$ cat config.mk
export PLATFORM = sky130hd
export DESIGN_NAME = fsws_fifo
export DESIGN_NICKNAME = d
export VERILOG_FILES = /design/src/design/fsws_pkg.sv /design/src/design/fsws_fifo.sv
export SDC_FILE = /design/constraint.sdc
export NUM_CORES = 1
export LEC_CHECK = 0
export BUFFER_PORTS_ARGS = -buffer_cell sky130_fd_sc_hd__buf_2
export CAP_MARGIN = 20
export CORE_MARGIN = 2
export CORE_UTILIZATION = 56
export CTS_CLUSTER_SIZE = 10
export DETAILED_ROUTE_END_ITERATION = 16
export PLACE_DENSITY = 0.91
export SLEW_MARGIN = 0
export SYNTH_ARGS = -nofsm -noshare
export SYNTH_HDL_FRONTEND = slang
export SYNTH_SLANG_ARGS = --single-unit
$ cat constraint.sdc
create_clock -name clk -period 5.8 [get_ports clk]
set_clock_uncertainty 0.15 [all_clocks]
set_input_delay 0.58 -clock clk [delete_from_list [all_inputs] [get_ports clk]]
set_output_delay 0.58 -clock clk [all_outputs]
set_load 0.03 [all_outputs]
$ cat src/design/fsws_pkg.sv
// Shared types, widths and constants of the Fourier-series waveform synthesizer.
package fsws_pkg;

	localparam int FS_W = 18;
	localparam int HC_W = 7;
	localparam int CMD_W = 2;
	localparam int N_W = 32;
	localparam int F_W = 24;
	localparam int OUT_W = 20;
	localparam int PHASE_W = 32;
	localparam int CFG_IDX_W = 2;

	localparam int DEF_MAX_HARMONICS = 64;
	localparam int DEF_SINE_TABLE_DEPTH = 1024;

	localparam logic [FS_W-1:0] FS_RESET = 18'd20000;
	localparam logic [HC_W-1:0] HC_RESET = 7'd50;

	localparam logic [CFG_IDX_W-1:0] REG_SAMPLING_RATE = 2'd0;
	localparam logic [CFG_IDX_W-1:0] REG_HARMONIC_COUNT = 2'd1;

	localparam logic [63:0] PI_Q30 = 64'd3373259426;

	// Phase division: 56 product bits and 32 fraction bits.
	localparam int PROD_W = N_W + F_W;
	localparam int DIVIDEND_W = PROD_W + PHASE_W;
	localparam int DIV_CNT_W = $clog2(DIVIDEND_W);
	localparam int DEN_W = FS_W + 8;

	localparam int MAG_W = 17;
	localparam int RECIP_SHIFT = 34;
	localparam int RECIP_W = RECIP_SHIFT + 1;
	localparam int NUM_W = MAG_W + 16;
	localparam int Q_W = 34;
	localparam int ACC_W = 43;

	localparam int FIFO_DEPTH = 2;

	typedef enum logic [CMD_W-1:0] {
		CMD_SINE     = 2'd0,
		CMD_SAW      = 2'd1,
		CMD_SQUARE   = 2'd2,
		CMD_TRIANGLE = 2'd3
	} wave_cmd_t;

	typedef struct packed {
		wave_cmd_t cmd;
		logic [PHASE_W-1:0] base;
	} phase_job_t;

	typedef struct packed {
		logic full;
		logic empty;
	} fifo_status_t;

endpackage

$ cat src/design/fsws_fifo.sv
// Short queue of phase jobs between the front end and the harmonic engine.
module fsws_fifo import fsws_pkg::*; (
	input  logic         clk,
	input  logic         arst_n,
	input  logic         push,
	input  phase_job_t   push_data,
	input  logic         pop,
	output phase_job_t   pop_data,
	output fifo_status_t status
);

	localparam int PTR_W = (FIFO_DEPTH > 1) ? $clog2(FIFO_DEPTH) : 1;
	localparam int CNT_W = $clog2(FIFO_DEPTH + 1);

	phase_job_t mem_q [FIFO_DEPTH];
	logic [PTR_W-1:0] wr_ptr_q;
	logic [PTR_W-1:0] rd_ptr_q;
	logic [CNT_W-1:0] count_q;

	assign status.full = (count_q == CNT_W'(FIFO_DEPTH));
	assign status.empty = (count_q == '0);
	assign pop_data = mem_q[rd_ptr_q];

	always_ff @(posedge clk or negedge arst_n) begin
		if (!arst_n) begin
			wr_ptr_q <= '0;
			rd_ptr_q <= '0;
			count_q <= '0;
		end else begin
			if (push) begin
				wr_ptr_q <= (wr_ptr_q == PTR_W'(FIFO_DEPTH - 1)) ? '0 : wr_ptr_q + PTR_W'(1);
			end
			if (pop) begin
				rd_ptr_q <= (rd_ptr_q == PTR_W'(FIFO_DEPTH - 1)) ? '0 : rd_ptr_q + PTR_W'(1);
			end
			if (push && !pop) count_q <= count_q + CNT_W'(1);
			else if (pop && !push) count_q <= count_q - CNT_W'(1);
		end
	end

	always_ff @(posedge clk) begin
		if (push) mem_q[wr_ptr_q] <= push_data;
	end

endmodule

After elaboration in Yosys (flattened, before gate mapping)
Memory sizes are Yosys's and may differ from the RTL's. Index checks and enable logic that the tools add are counted. W data, S select, Z words.

$add $sub $neg: 4. Eq/ne operators: 1. Multiplexer cells: 6. Reduce and logical (&&, ||, !) cells: 6.

Operator list (number): $mux W1 (4); $mux W2 (2); $add A1 B1 Y1 const B (2); $add A2 B1 Y2 const B (1); $eq A2 B2 Y1 const B (1); $logic_and A1 B1 Y1 (2); $logic_not A1 Y1 (2); $logic_not A2 Y1 (1); $reduce_bool A2 Y1 (1); $sub A2 B1 Y2 const B (1).

Register bits: 4. RAM bits: 68. Input port bits: 38. Output and inout port bits: 36. Word-level logic and storage cells: 21. Memories: 1.

Memory list: mem_q (words 2, width 34, rd ports 1, clocked after Yosys merged registers in 0, write ports 1, RTL line fsws_fifo.sv:15) `phase_job_t mem_q [FIFO_DEPTH];`.

Logic depth before layout (Yosys ltp)
Word-level depth: 4. Mapped depth: 5. Mapped depth without buffers: 5.

Least setup slack after synthesis
Ideal clock, no wire load.

Path type: input-to-reg. Start point: input port push. End point: memory mem_q[0][0] in the netlist's numbering (enable). Library setup time: 0.429 ns. Arrival time: 2.113 ns. Data required time: 5.221 ns. Setup slack: 3.108 ns. Stages on the path: 1. Path buffers: 0. Cells stage by stage: nor2b_1.

Cells in the longest elaborated chain, start to end: 2.

Ends and longest elaborated chain: start, declared (RTL line fsws_fifo.sv:5) `input logic push,`; $mux W1 (RTL line fsws_fifo.sv:42) `if (push) mem_q[wr_ptr_q] <= push_data;`; $mux W1 (not written as such) (RTL line fsws_fifo.sv:42); end, declared (RTL line fsws_fifo.sv:15).

No other way between the ends.

==> impl_metrics.csv <==
group,metric,value,unit
floorplanning,initial_core_util,58.7,%
logic_synthesis,synth_top_area_share,73.2,%
route,ant_nets,0,
logic_synthesis,ys_seq_elements,72,
pwr,leakage,0.00140,uW
critical_path,cp_slowest_stage_delay,1.05,ns
route,num_vias,1316,
critical_path,start_kind,"flop",
logic_synthesis,yosys_warnings,0,
sta,setup_viol,0,
clock_tree,cts-root-buf,"clkbuf_8",
route,vias_per_cell,4.79,
placed_design,place_inst,258,
min_path,holdCritPathClass,"input pin to flop",
clock_tree,postCtsSetupRepairBufs,0,
route,wire_per_inst,15.0,um
sta,fin_crit_sh,46.8,%
flow_run,max_cap_violations,0,
global_routing,grt_pass1_wl,6110,um
critical_path,cp.arrival,1.99,ns
cells_and_area,fin_cells,275,
critical_path,cp_num_buf_inv,1,
clock_tree,ctsHoldBuffers,1,
clock_tree,cts_resized,0,
pwr,total_power,1850,uW
floorplanning,rows,25,
logic_synthesis,synth_most_common_cell,"edfxtp_1",
critical_path,critPathCaptureType,"output port",
logic_synthesis,ys_seq_area_share,76.7,%
global_routing,overflow,0,
cells_and_area,nets,242,
critical_path,worstSetupPathType,"flop to output port",
logic_synthesis,synth_area_leader_cell,"edfxtp_1",
global_routing,grt_use_total,16.1,%
sta,max_freq,0.368,GHz
logic_synthesis,syn-num-nets,161,
logic_synthesis,synth_edf_count,68,
outcome,status,"finished, final reports clean",
sta,fin_tns_setup,0,ns
logic_synthesis,avgSynthCellArea,22.9,um2
sta,period_minus_slack,2.72,ns
floorplanning,core,4750,um2
cells_and_area,area_growth,22.6,%
logic_synthesis,syn-instance-count,122,
logic_synthesis,ys_async_sr_fraction,5.56,%
placed_design,postPlaceCellArea,3180,um2
clock_tree,cts.sinks,72,
critical_path,crit_chain,"mux2_2 -> buf_2",
placed_design,dp_slack,3.41,ns
global_routing,grt_max_degree,36,
sta,slew_headroom,31.4,%
floorplanning,die_y,74.6,um
route,drtIter0Drc,114,
critical_path,path_max_fanout,35,
critical_path,critPathRequiredTime,5.07,ns
logic_synthesis,synth_common_cells,"68 x edfxtp_1, 29 x mux2_4, 5 x mux2_2",
sta,rsz0062_at_grt,"no",
clock_tree,cts_buffers,9,
clock_tree,clk_path_buf_depth,2,
cells_and_area,antenna_cells,0,
floorplanning,die_area,5570,um2
sta,worst_pin_slew,1.03,ns
placed_design,io_buffers,73,
clock_tree,clk_pin_slew,0.07,ns
route,drt_wl_total,4110,um
route,dr.pass1.iters,4,
critical_path,critPathSlowestCell,"dfrtp_2",
critical_path,cp_top_family,"flip-flops",
clock_tree,clock_latency,0.32,ns
sta,slew_violations,0,
pwr,powerDensity,540,nW/um2
sta,timing.final.ws_setup,3.08,ns
pwr,ir_worst_vdd,420,uV
global_routing,antenna_found_initial,0,
sta,hold_violations,0,
cells_and_area,drive_above_1_share,59.1,%
logic_synthesis,synthTopCellsByArea,"edfxtp_1 73%, mux2_4 16%, dfrtp_1 3.6%",
route,route.detailed.drc,0,
floorplanning,die_w,74.6,um
clock_tree,tritoncts,"yes",
floorplanning,io_pins,74,
logic_synthesis,netlist_area,2790,um2
placed_design,place_hpwl,2750,um
clock_tree,htreeDepth,3,
logic_synthesis,synth_flop_cell,"edfxtp_1",
logic_synthesis,yosysUniqueCellTypes,13,
placed_design,gp_congestion,0.626,
global_routing,grt_pass1_vias,1291,
cells_and_area,finish.instance_area,3420,um2
==> placed cells by master (no fill, tap or decap) <==
master	instances
buf_2	73
edfxtp_1	68
mux2_4	29
clkbuf_8	9
mux2_2	5
xor2_1	4
bufinv_16	3
clkinv_1	3
dfrtp_1	3
nor2_1	2
inv_1	1
nor2b_1	1
and2_2	1
nor2b_4	1
xnor2_1	1
ha_1	1
clkinv_4	1
dlygate4sd3_1	1
dfrtp_2	1
==> power by group <==
group	switching [uW]	internal (uW)
clock network	170	282
registers	95.6	694
logic	344	262
total	610	1240
==> final timing paths <==
path	startpoint	end	cells past startpoint	slack, ns
worst max-delay path	rd_ptr_q	pop_data[18]	2	3.08
min in group asynchronous	arst_n	count_q[0]	2	0.45
worst max register to register	wr_ptr_q	mem_q[0][5]	1	4.06
worst min register to register	count_q[1]	count_q[1]	1	0.35
worst min-delay path	push_data[4]	mem_q[0][4]	1	0.29
max in group asynchronous	arst_n	rd_ptr_q	2	4.91
==> layout make-up <==
type / instances / area (um2)
clock buffer: 9 / 124
clock inverter: 7 / 110
fill: 299 / 1330
inverter: 1 / 3.75
multi-input combinational: 45 / 583
sequential: 72 / 2140
tap: 67 / 83.8
timing repair buffer: 74 / 375
==> cells by family (layout without fill, tap and decap cells) <==
family,after synthesis,after routing,synth area share [%]
muxes,34,34,17.6
buffers and inverters,5,91,2.69
DFF,72,72,76.7
adders and majority gates,1,1,0.448
xor gates and xnor gates,5,5,1.57
and+or+nand+nor,5,5,0.941
==> flip-flops by register name, indices dropped and copies added (netlist names) <==
signal    flops
rd_ptr_q      1
wr_ptr_q      1
count_q       2
mem_q        68
==> metal layers <==
metal	GRT usage [%]	routed length, um
met1	19.1	1760
met2	25.8	2080
met3	7.59	278
met4	6.55	0
met5	0	0
==> through the flow <==
| stage | util (%) | hold WS (ns) |
|---|---|---|
| 3_3_place_gp | 66.9 | 0.241 |
| 6_report | 72.0 | 0.285 |
| 5_1_grt | 72.0 | 0.256 |
| 2_1_floorplan | - | 0.134 |
| 4_1_cts | 72.0 | 0.264 |
| 3_5_place_dp | 66.9 | 0.241 |
No activity file was read; power rests on OpenSTA's default activity.
