<file path="config.mk">
export PLATFORM = sky130hd
export DESIGN_NAME = fsws_front_flat
export DESIGN_NICKNAME = d
export VERILOG_FILES = /design/src/design/fsws_pkg.sv /design/src/design/fsws_if.sv /design/src/design/fsws_front.sv /design/src/flat_wrapper.sv
export SDC_FILE = /design/constraint.sdc
export NUM_CORES = 2
export LEC_CHECK = 0
export ABC_AREA = 0
export BUFFER_PORTS_ARGS = -buffer_cell sky130_fd_sc_hd__buf_2
export CAP_MARGIN = 15
export CORE_MARGIN = 5
export CORE_UTILIZATION = 45
export DETAILED_ROUTE_END_ITERATION = 12
export PLACE_DENSITY = 0.6
export SLEW_MARGIN = 20
export SYNTH_ARGS = -nofsm -noshare
export SYNTH_HDL_FRONTEND = slang
export SYNTH_SLANG_ARGS = --single-unit
</file>
<file path="constraint.sdc">
create_clock -name clk -period 9.9 [get_ports clk]
set_input_delay 1.98 -clock clk [delete_from_list [all_inputs] [get_ports clk]]
set_output_delay 1.98 -clock clk [all_outputs]
set_load 0.1 [all_outputs]
</file>
<file path="src/design/fsws_pkg.sv">
// Shared types, widths and constants of the Fourier-series waveform synthesizer.
package fsws_pkg;

	localparam int FS_W = 18;
	localparam int HC_W = 7;
	localparam int CMD_W = 2;
	localparam int N_W = 32;
	localparam int F_W = 24;
	localparam int OUT_W = 20;
	localparam int PHASE_W = 32;
	localparam int CFG_IDX_W = 2;

	localparam int DEF_MAX_HARMONICS = 64;
	localparam int DEF_SINE_TABLE_DEPTH = 1024;

	localparam logic [FS_W-1:0] FS_RESET = 18'd20000;
	localparam logic [HC_W-1:0] HC_RESET = 7'd50;

	localparam logic [CFG_IDX_W-1:0] REG_SAMPLING_RATE = 2'd0;
	localparam logic [CFG_IDX_W-1:0] REG_HARMONIC_COUNT = 2'd1;

	localparam logic [63:0] PI_Q30 = 64'd3373259426;

	// Phase division: 56 product bits and 32 fraction bits.
	localparam int PROD_W = N_W + F_W;
	localparam int DIVIDEND_W = PROD_W + PHASE_W;
	localparam int DIV_CNT_W = $clog2(DIVIDEND_W);
	localparam int DEN_W = FS_W + 8;

	localparam int MAG_W = 17;
	localparam int RECIP_SHIFT = 34;
	localparam int RECIP_W = RECIP_SHIFT + 1;
	localparam int NUM_W = MAG_W + 16;
	localparam int Q_W = 34;
	localparam int ACC_W = 43;

	localparam int FIFO_DEPTH = 2;

	typedef enum logic [CMD_W-1:0] {
		CMD_SINE     = 2'd0,
		CMD_SAW      = 2'd1,
		CMD_SQUARE   = 2'd2,
		CMD_TRIANGLE = 2'd3
	} wave_cmd_t;

	typedef struct packed {
		wave_cmd_t cmd;
		logic [PHASE_W-1:0] base;
	} phase_job_t;

	typedef struct packed {
		logic full;
		logic empty;
	} fifo_status_t;

endpackage

</file>
<file path="src/design/fsws_if.sv">
// Valid/ready channel interfaces for request items and waveform sample items.
interface fsws_job_if import fsws_pkg::*; ();
	logic valid;
	logic ready;
	logic [CMD_W-1:0] command;
	logic [N_W-1:0] sample_index;
	logic [F_W-1:0] frequency_q8;

	modport source (output valid, command, sample_index, frequency_q8, input ready);
	modport sink (input valid, command, sample_index, frequency_q8, output ready);
endinterface


</file>
<file path="src/design/fsws_front.sv">
// Front end: accepts request items and computes the base phase by long division.
module fsws_front import fsws_pkg::*; (
	input  logic             clk,
	input  logic             arst_n,
	input  logic [FS_W-1:0]  sampling_rate,
	fsws_job_if.sink         job,
	input  fifo_status_t     fifo_st,
	output logic             push,
	output phase_job_t       push_data
);

	typedef enum logic [1:0] {F_IDLE, F_MUL, F_DIV, F_PUSH} fstate_t;

	fstate_t state_q;
	wave_cmd_t cmd_q;
	logic [N_W-1:0] n_q;
	logic [F_W-1:0] f_q;
	logic [DEN_W-1:0] d_q;
	logic [DIVIDEND_W-1:0] dvd_q;
	logic [DEN_W-1:0] rem_q;
	logic [PHASE_W-1:0] quo_q;
	logic [DIV_CNT_W-1:0] cnt_q;

	logic accept;
	logic [PROD_W-1:0] prod;
	logic [DEN_W:0] trial;
	logic [DEN_W:0] diff;
	logic [FS_W-1:0] fs_nz;

	assign job.ready = (state_q == F_IDLE);
	assign accept = job.valid && job.ready;
	assign push = (state_q == F_PUSH) && !fifo_st.full;
	assign push_data = '{cmd: cmd_q, base: quo_q};
	assign prod = f_q * n_q;
	assign trial = {rem_q, dvd_q[DIVIDEND_W-1]};
	assign diff = trial - {1'b0, d_q};
	assign fs_nz = (sampling_rate == '0) ? FS_W'(1) : sampling_rate;

	always_ff @(posedge clk or negedge arst_n) begin
		if (!arst_n) begin
			state_q <= F_IDLE;
		end else begin
			case (state_q)
				F_IDLE: begin
					if (accept) state_q <= F_MUL;
				end
				F_MUL: begin
					state_q <= F_DIV;
				end
				F_DIV: begin
					if (cnt_q == DIV_CNT_W'(DIVIDEND_W - 1)) state_q <= F_PUSH;
				end
				F_PUSH: begin
					if (push) state_q <= F_IDLE;
				end
				default: begin
					state_q <= F_IDLE;
				end
			endcase
		end
	end

	always_ff @(posedge clk) begin
		if (accept) begin
			cmd_q <= wave_cmd_t'(job.command);
			n_q <= job.sample_index;
			f_q <= job.frequency_q8;
			d_q <= {fs_nz, 8'b0};
		end
		if (state_q == F_MUL) begin
			dvd_q <= {prod, PHASE_W'(0)};
			rem_q <= '0;
			cnt_q <= '0;
		end else if (state_q == F_DIV) begin
			dvd_q <= dvd_q << 1;
			cnt_q <= cnt_q + DIV_CNT_W'(1);
			if (trial >= {1'b0, d_q}) begin
				rem_q <= diff[DEN_W-1:0];
				quo_q <= {quo_q[PHASE_W-2:0], 1'b1};
			end else begin
				rem_q <= trial[DEN_W-1:0];
				quo_q <= {quo_q[PHASE_W-2:0], 1'b0};
			end
		end
	end

endmodule

</file>
<file path="src/flat_wrapper.sv">
// flat-port wrapper written by rule: the top's interface ports become plain ports
module fsws_front_flat import fsws_pkg::*;
  (clk, arst_n, sampling_rate, fifo_st, push, push_data, job_valid, job_command, job_sample_index, job_frequency_q8, job_ready);
  fsws_job_if job_i ();
  input  logic clk;
  input  logic arst_n;
  input  logic [FS_W-1:0] sampling_rate;
  input  fifo_status_t fifo_st;
  output logic push;
  output phase_job_t push_data;
  input wire logic [$bits(job_i.valid)-1:0] job_valid;
  input wire logic [$bits(job_i.command)-1:0] job_command;
  input wire logic [$bits(job_i.sample_index)-1:0] job_sample_index;
  input wire logic [$bits(job_i.frequency_q8)-1:0] job_frequency_q8;
  output wire logic [$bits(job_i.ready)-1:0] job_ready;
  assign job_i.valid = job_valid;
  assign job_i.command = job_command;
  assign job_i.sample_index = job_sample_index;
  assign job_i.frequency_q8 = job_frequency_q8;
  assign job_ready = job_i.ready;
  fsws_front u_core (.clk(clk), .arst_n(arst_n), .sampling_rate(sampling_rate), .job(job_i), .fifo_st(fifo_st), .push(push), .push_data(push_data));
endmodule
</file>
# After elaboration in Yosys (flattened, before gate mapping)
# Cells that the tools add are included.
[op_classes] addsub=2 n_mul=1 n_div=0 magnitude_cmp=1 n_eq_ne=7 shift=0 n_mux=8 bitwise_logic=1 reduce_logical=8
[op_table] op="two-way mux 88 bit" count=2
[op_table] op="multiplier 24 x 32 -> 56 bit" count=1
[op_table] op=">= comparator 27 x 26 -> 1 bit" count=1
[op_table] op="two-way mux 26 bit" count=1
[op_table] op="subtractor 26 bit" count=1
[op_table] op="logical NOT 18 bit" count=1
[op_table] op="case mux 2 bit (4 select lines)" count=1
[op_table] op="adder 7 x 1 -> 7 bit (second input constant)" count=1
[op_table] op="== test 7 bit (second input constant)" count=1
[op_table] op="two-way mux 2 bit" count=3
[op_table] op="== test 2 bit (second input constant)" count=2
[op_table] op="!= test 2 bit (second input constant)" count=2
[op_table] op="AND reduction 3 bit" count=1
[op_table] op="== test 2 x 1 -> 1 bit (second input constant)" count=1
[op_table] op="logical AND 1 bit" count=2
[op_table] op="logical NOT 2 bit" count=1
[op_table] op="!= test 2 x 1 -> 1 bit (second input constant)" count=1
[op_table] op="AND reduction 2 bit" count=1
[op_table] op="nonzero test 2 bit" count=1
[op_table] op="logical NOT 1 bit" count=1
[op_table] op="two-way mux 1 bit" count=1
[op_table] op="NOT 1 bit" count=1
[totals] register_bits=199 latchBits=0 mem_bits_rw=0 romBits=0 input_bits=81 memories=0

# Depth between registers and ports, before layout
[depth] ltp_word=4 ltp_mapped=26

# Worst setup path before layout
# OpenSTA, ideal clock, no wires.
[synth_timing] path_type="reg-to-reg" start="reg u_core.n_q[28]" end="reg u_core.dvd_q[84], data pin" arrival_time_ns=6.570 slack_ns=3.070 stages_incl_launch_ff=26 period_less_slack_ns=6.830 cell_sequence="edfxtp_1 > clkbuf_1 > nand2_1 > fa_1 > inv_1 > fa_1 > inv_1 > fa_1 > fa_1 > inv_1 > fa_1 > fa_1 > inv_1 > fa_1 > inv_1 > ha_1 > buf_4 > and4_1 > and3_1 > nand4_1 > o22ai_1 > nor4b_1 > o41ai_1 > a21oi_1 > xnor2_1 > mux2_2"
[synth_via] elab_chain_len=2
[synth_lines] element="start, declared" line_no="fsws_front.sv:16" text="logic [N_W-1:0] n_q;"
[synth_lines] element="start signal, assigned" line_no="fsws_front.sv:66" text="n_q <= job.sample_index;"
[synth_lines] element="multiplier 24 x 32 -> 56 bit" line_no="fsws_front.sv:34" text="assign prod = f_q * n_q;"
[synth_lines] element="two-way mux 88 bit" line_no="fsws_front.sv:70" text="if (state_q == F_MUL) begin"
[synth_lines] element="end signal, assigned" line_no="fsws_front.sv:71" text="dvd_q <= {prod, PHASE_W'(0)};"
[synth_lines] element="end signal, assigned" line_no="fsws_front.sv:75" text="dvd_q <= dvd_q << 1;"
[synth_lines] element="end, declared" line_no="fsws_front.sv:19" text="logic [DIVIDEND_W-1:0] dvd_q;"
# No other way between the ends.
# A chain may end at the register's enable or synchronous reset.

# Worst setup path after layout
[layout_timing] start="reg u_core.n_q[7]" end="reg u_core.dvd_q[80], data pin"
# The elaborated chain is that of the path after synthesis.

==> summary.txt <==
Logic synthesis
  • Post-Syn Instances: 3433
  • Syn_area_per_cell: 9.64 um^2
  • Count of different cell masters after synthesis: 76
  • Syn nets: 4378
  • Ys Warns: 0
  • Synth Flop Type: edfxtp_1
  • Sequential share of the synthesized area: 17.0%
  • Number of flops mapped to enable cells by yosys: 164
  • Async set or reset register ratio after synthesis: 1.01%
  • Synth Cell Area: 33100 um^2
  • #FFs+latches synth: 199

Timing
  • Final TNS setup: 0 ns
  • Worst-margin pin slew: 1.14 ns
  • Max-slew headroom: 24.1%
  • Period minus WS final: 8.49 ns
  • Final Hold Violating Endpoints: 0
  • Unrepaired setup endpoints after global routing: no
  • Final Setup Violations: 0
  • Max-slew violations: 0
  • Fmax: 0.118 GHz
  • Final WS setup: 1.41 ns
  • Final setup skew: 0.0353 ns
  • Final period util: 85.7%

Setup path
  • CP startpoint: u_core.n_q[7]$_DFFE_PP_
  • WS Path Type: flip-flop to flip-flop
  • Worst Setup End Kind: flip-flop
  • R2r setup slk: 1.41 ns
  • CP Max Fanout: 24
  • Type of origin of the critical path: flip-flop
  • Reg2reg start: u_core.n_q[7]$_DFFE_PP_
  • Critical Path End: u_core.dvd_q[80]$_DFFE_PP_
  • Worst Path Required: 10.17 ns
  • Arr. time, crit path: 8.76 ns
  • Worst r2r dst: u_core.dvd_q[80]$_DFFE_PP_
  • Depth of the most critical reg-to-reg path: 23

Die
  • Die W: 281 um
  • Die ar.: 79100 um^2
  • Die H: 281 um
  • Initial core utilization: 45.4%
  • Core area: 73000 um^2
  • I/O Pins: 117
  • Row count: 99

Clock tree
  • Clock transition at the registers of the reported paths: 0.10 ns
  • Skew-Pair Late Insertion Delay: 0.52 ns
  • CTS Sinks: 199
  • CTS Buf Count: 17
  • Clock buffer depth: 2
  • CTS tree: done
  • Post-CTS Setup Bufs: 0
  • Clk root buf: clkbuf_16
  • Clock H-tree levels: 4
  • Post-CTS sizing: 0
  • Hold-fix buffers, CTS: 0

Global routing
  • Initial antenna violation count: 1
  • Vias in the first global route: 24.7k
  • First-pass GRT wire length: 130000 um
  • Total grt overflow: 0
  • Gr usage total: 20.5%
  • Largest net degree at the start of global routing: 83

Routing
  • Vias per cell: 5.11
  • Drt pass-1 iters: 5
  • Final wirelength: 76800 um
  • DRT iter0 DRCs: 1040
  • Via count: 22.5k
  • ANT nets after route: 0
  • DRC Markers: 0
  • DR WL/cell: 17.4 um

Min path
  • Worst Hold Class: flip-flop to flip-flop

Placement
  • Inst Count DP: 4379
  • Dpl ws: 1.56 ns
  • Post-DP HPWL: 62600 um
  • GP Congestion: 0.833
  • Input/output buffers: 115
  • Placement Cell Area: 34600 um^2

Cells and area
  • Antenna Cells: 0
  • Layout cells sized above 1: 8.08%
  • Area of the multi-input gates: 23800 um^2
  • Final Cell Area: 35200 um^2
  • Final nets: 4385
  • FF+latch area: 5640 um^2
  • Area Overhead vs Synth: 6.47%
  • Non-filler cells, final: 4412
  • Filler Cell Count: 6877

Outcome
  • Status: completed

Job
  • Max-Cap Viols: 0
-- layer usage --
metal | wire [um] | part of all wire, % | track usage [%] | up-vias
met2 | 37500 | 49 | 34.8 | 477
met1 | 34400 | 45 | 28.3 | 11638
met5 | 0 | 0 | 0 | -
met4 | 1300 | 1.7 | 4.52 | 0
met3 | 3600 | 4.7 | 2.91 | 81
li1 | - | - | - | 10352
-- final cells by class --
| type | instances | area share [%] |
|---|---|---|
| Clock buffer | 17 | 1.21 |
| Inverter | 772 | 8.23 |
| Tap cell | 959 | 3.40 |
| Multi-Input combinational cell | 2274 | 67.6 |
| Sequential cell | 199 | 16.0 |
| Clock inverter | 15 | 0.589 |
| Timing Repair Buffer | 176 | 2.95 |
-- cell usage after synthesis (7+ instances only) --
master / instances / area (um^2)
o21ai_0: 42 / 210
mux2_2: 43 / 484
nand2b_1: 7 / 43.8
nor2_1: 76 / 285
and2_1: 384 / 2400
inv_1: 770 / 2890
nand4_1: 18 / 113
a21o_1: 30 / 225
nand2_1: 446 / 1670
mux2i_1: 23 / 230
xnor2_1: 43 / 377
o21bai_1: 12 / 90.1
dfxtp_1: 33 / 661
xor2_1: 20 / 175
clkbuf_1: 178 / 668
a21oi_1: 82 / 410
nor4_1: 8 / 50.1
ha_1: 205 / 2560
fa_1: 659 / 13200
nor3_1: 13 / 65.1
edfxtp_1: 164 / 4920
a211oi_1: 25 / 188
nand3_1: 22 / 110
-- worst min path at each step --
stage / start / slack [ns] / end / cells after the start
global route: u_core.quo_q[7]$_DFFE_PP_ / 0.44 / u_core.quo_q[8]$_DFFE_PP_ / 0
CTS: u_core.quo_q[7]$_DFFE_PP_ / 0.44 / u_core.quo_q[8]$_DFFE_PP_ / 0
detailed placement: u_core.quo_q[1]$_DFFE_PP_ / 0.43 / u_core.quo_q[2]$_DFFE_PP_ / 0
global placement: u_core.quo_q[27]$_DFFE_PP_ / 0.42 / u_core.quo_q[28]$_DFFE_PP_ / 0
floorplan: u_core.cnt_q[6]$_SDFFE_PN0P_ / 0.45 / u_core.cnt_q[6]$_SDFFE_PN0P_ / 2
finish: u_core.quo_q[7]$_DFFE_PP_ / 0.44 / u_core.quo_q[8]$_DFFE_PP_ / 0
-- worst max-delay path: stages (launching register included) --
cell and delay (ns):
edfxtp_1 1.12, nand2_1 0.19, fa_1 0.57, inv_1 0.06, fa_1 0.52, inv_1 0.06
fa_1 0.54, inv_1 0.05, fa_1 0.52, fa_1 0.45, fa_1 0.52, inv_1 0.05
fa_1 0.51, inv_1 0.06, ha_1 0.37, nand3_1 0.11, nor3_2 0.29, o2111ai_1 0.28
a31oi_1 0.37, nor4b_1 0.15, o41ai_1 0.81, a21boi_1 0.18, xnor2_1 0.19, mux2_2 0.28
-- flip-flops by register name, indices dropped and copies added (netlist names) --
signal          flops
u_core.n_q         32
u_core.cmd_q        2
u_core.f_q         24
u_core.d_q         18
u_core.rem_q       26
u_core.cnt_q        7
u_core.state_q      2
u_core.dvd_q       56
u_core.quo_q       32
-- logic make-up (layout without fill, tap and decap cells) --
family,count (synthesis),count (layout),share of synthesized area (%)
XOR/XNOR,63,63,1.67
adder cells (fa/ha/maj),864,864,47.6
buffers and inverters,960,980,11.1
AO/OA/AOI/OAI,261,261,5.13
AND/OR/NAND/NOR,1020,1020,15.4
flip-flops,199,199,17.0
multiplexers,66,66,2.16
-- metrics by stage --
step           hold WS [ns]  util [%]
2_1_floorplan         0.453         -
3_3_place_gp          0.424      47.4
3_5_place_dp          0.429      47.4
4_1_cts               0.435      48.3
5_1_grt               0.440      48.3
6_report              0.441      48.3
-- cells in the final DEF (no fill, tap or decap), types with 7 or more instances in the layout --
cell type	netlist	layout
buf_4	4	60
clkbuf_16	0	17
xnor2_1	43	43
ha_1	205	202
fa_1	659	659
buf_2	0	115
xor2_1	20	20
o21bai_1	12	12
nor3_1	13	13
mux2_2	43	43
nand2b_1	7	7
and2_1	384	383
nor4_1	8	8
a21o_1	30	30
mux2i_1	23	23
o21ai_0	42	42
nand3_1	22	22
a211oi_1	25	25
a21oi_1	82	82
edfxtp_1	164	164
nand4_1	18	18
nor2_1	76	76
nand2_1	446	446
dfxtp_1	33	33
inv_1	770	770
Power is not shown: default switching activity piles up to over one toggle a cycle in this logic, so the estimate is an artifact.
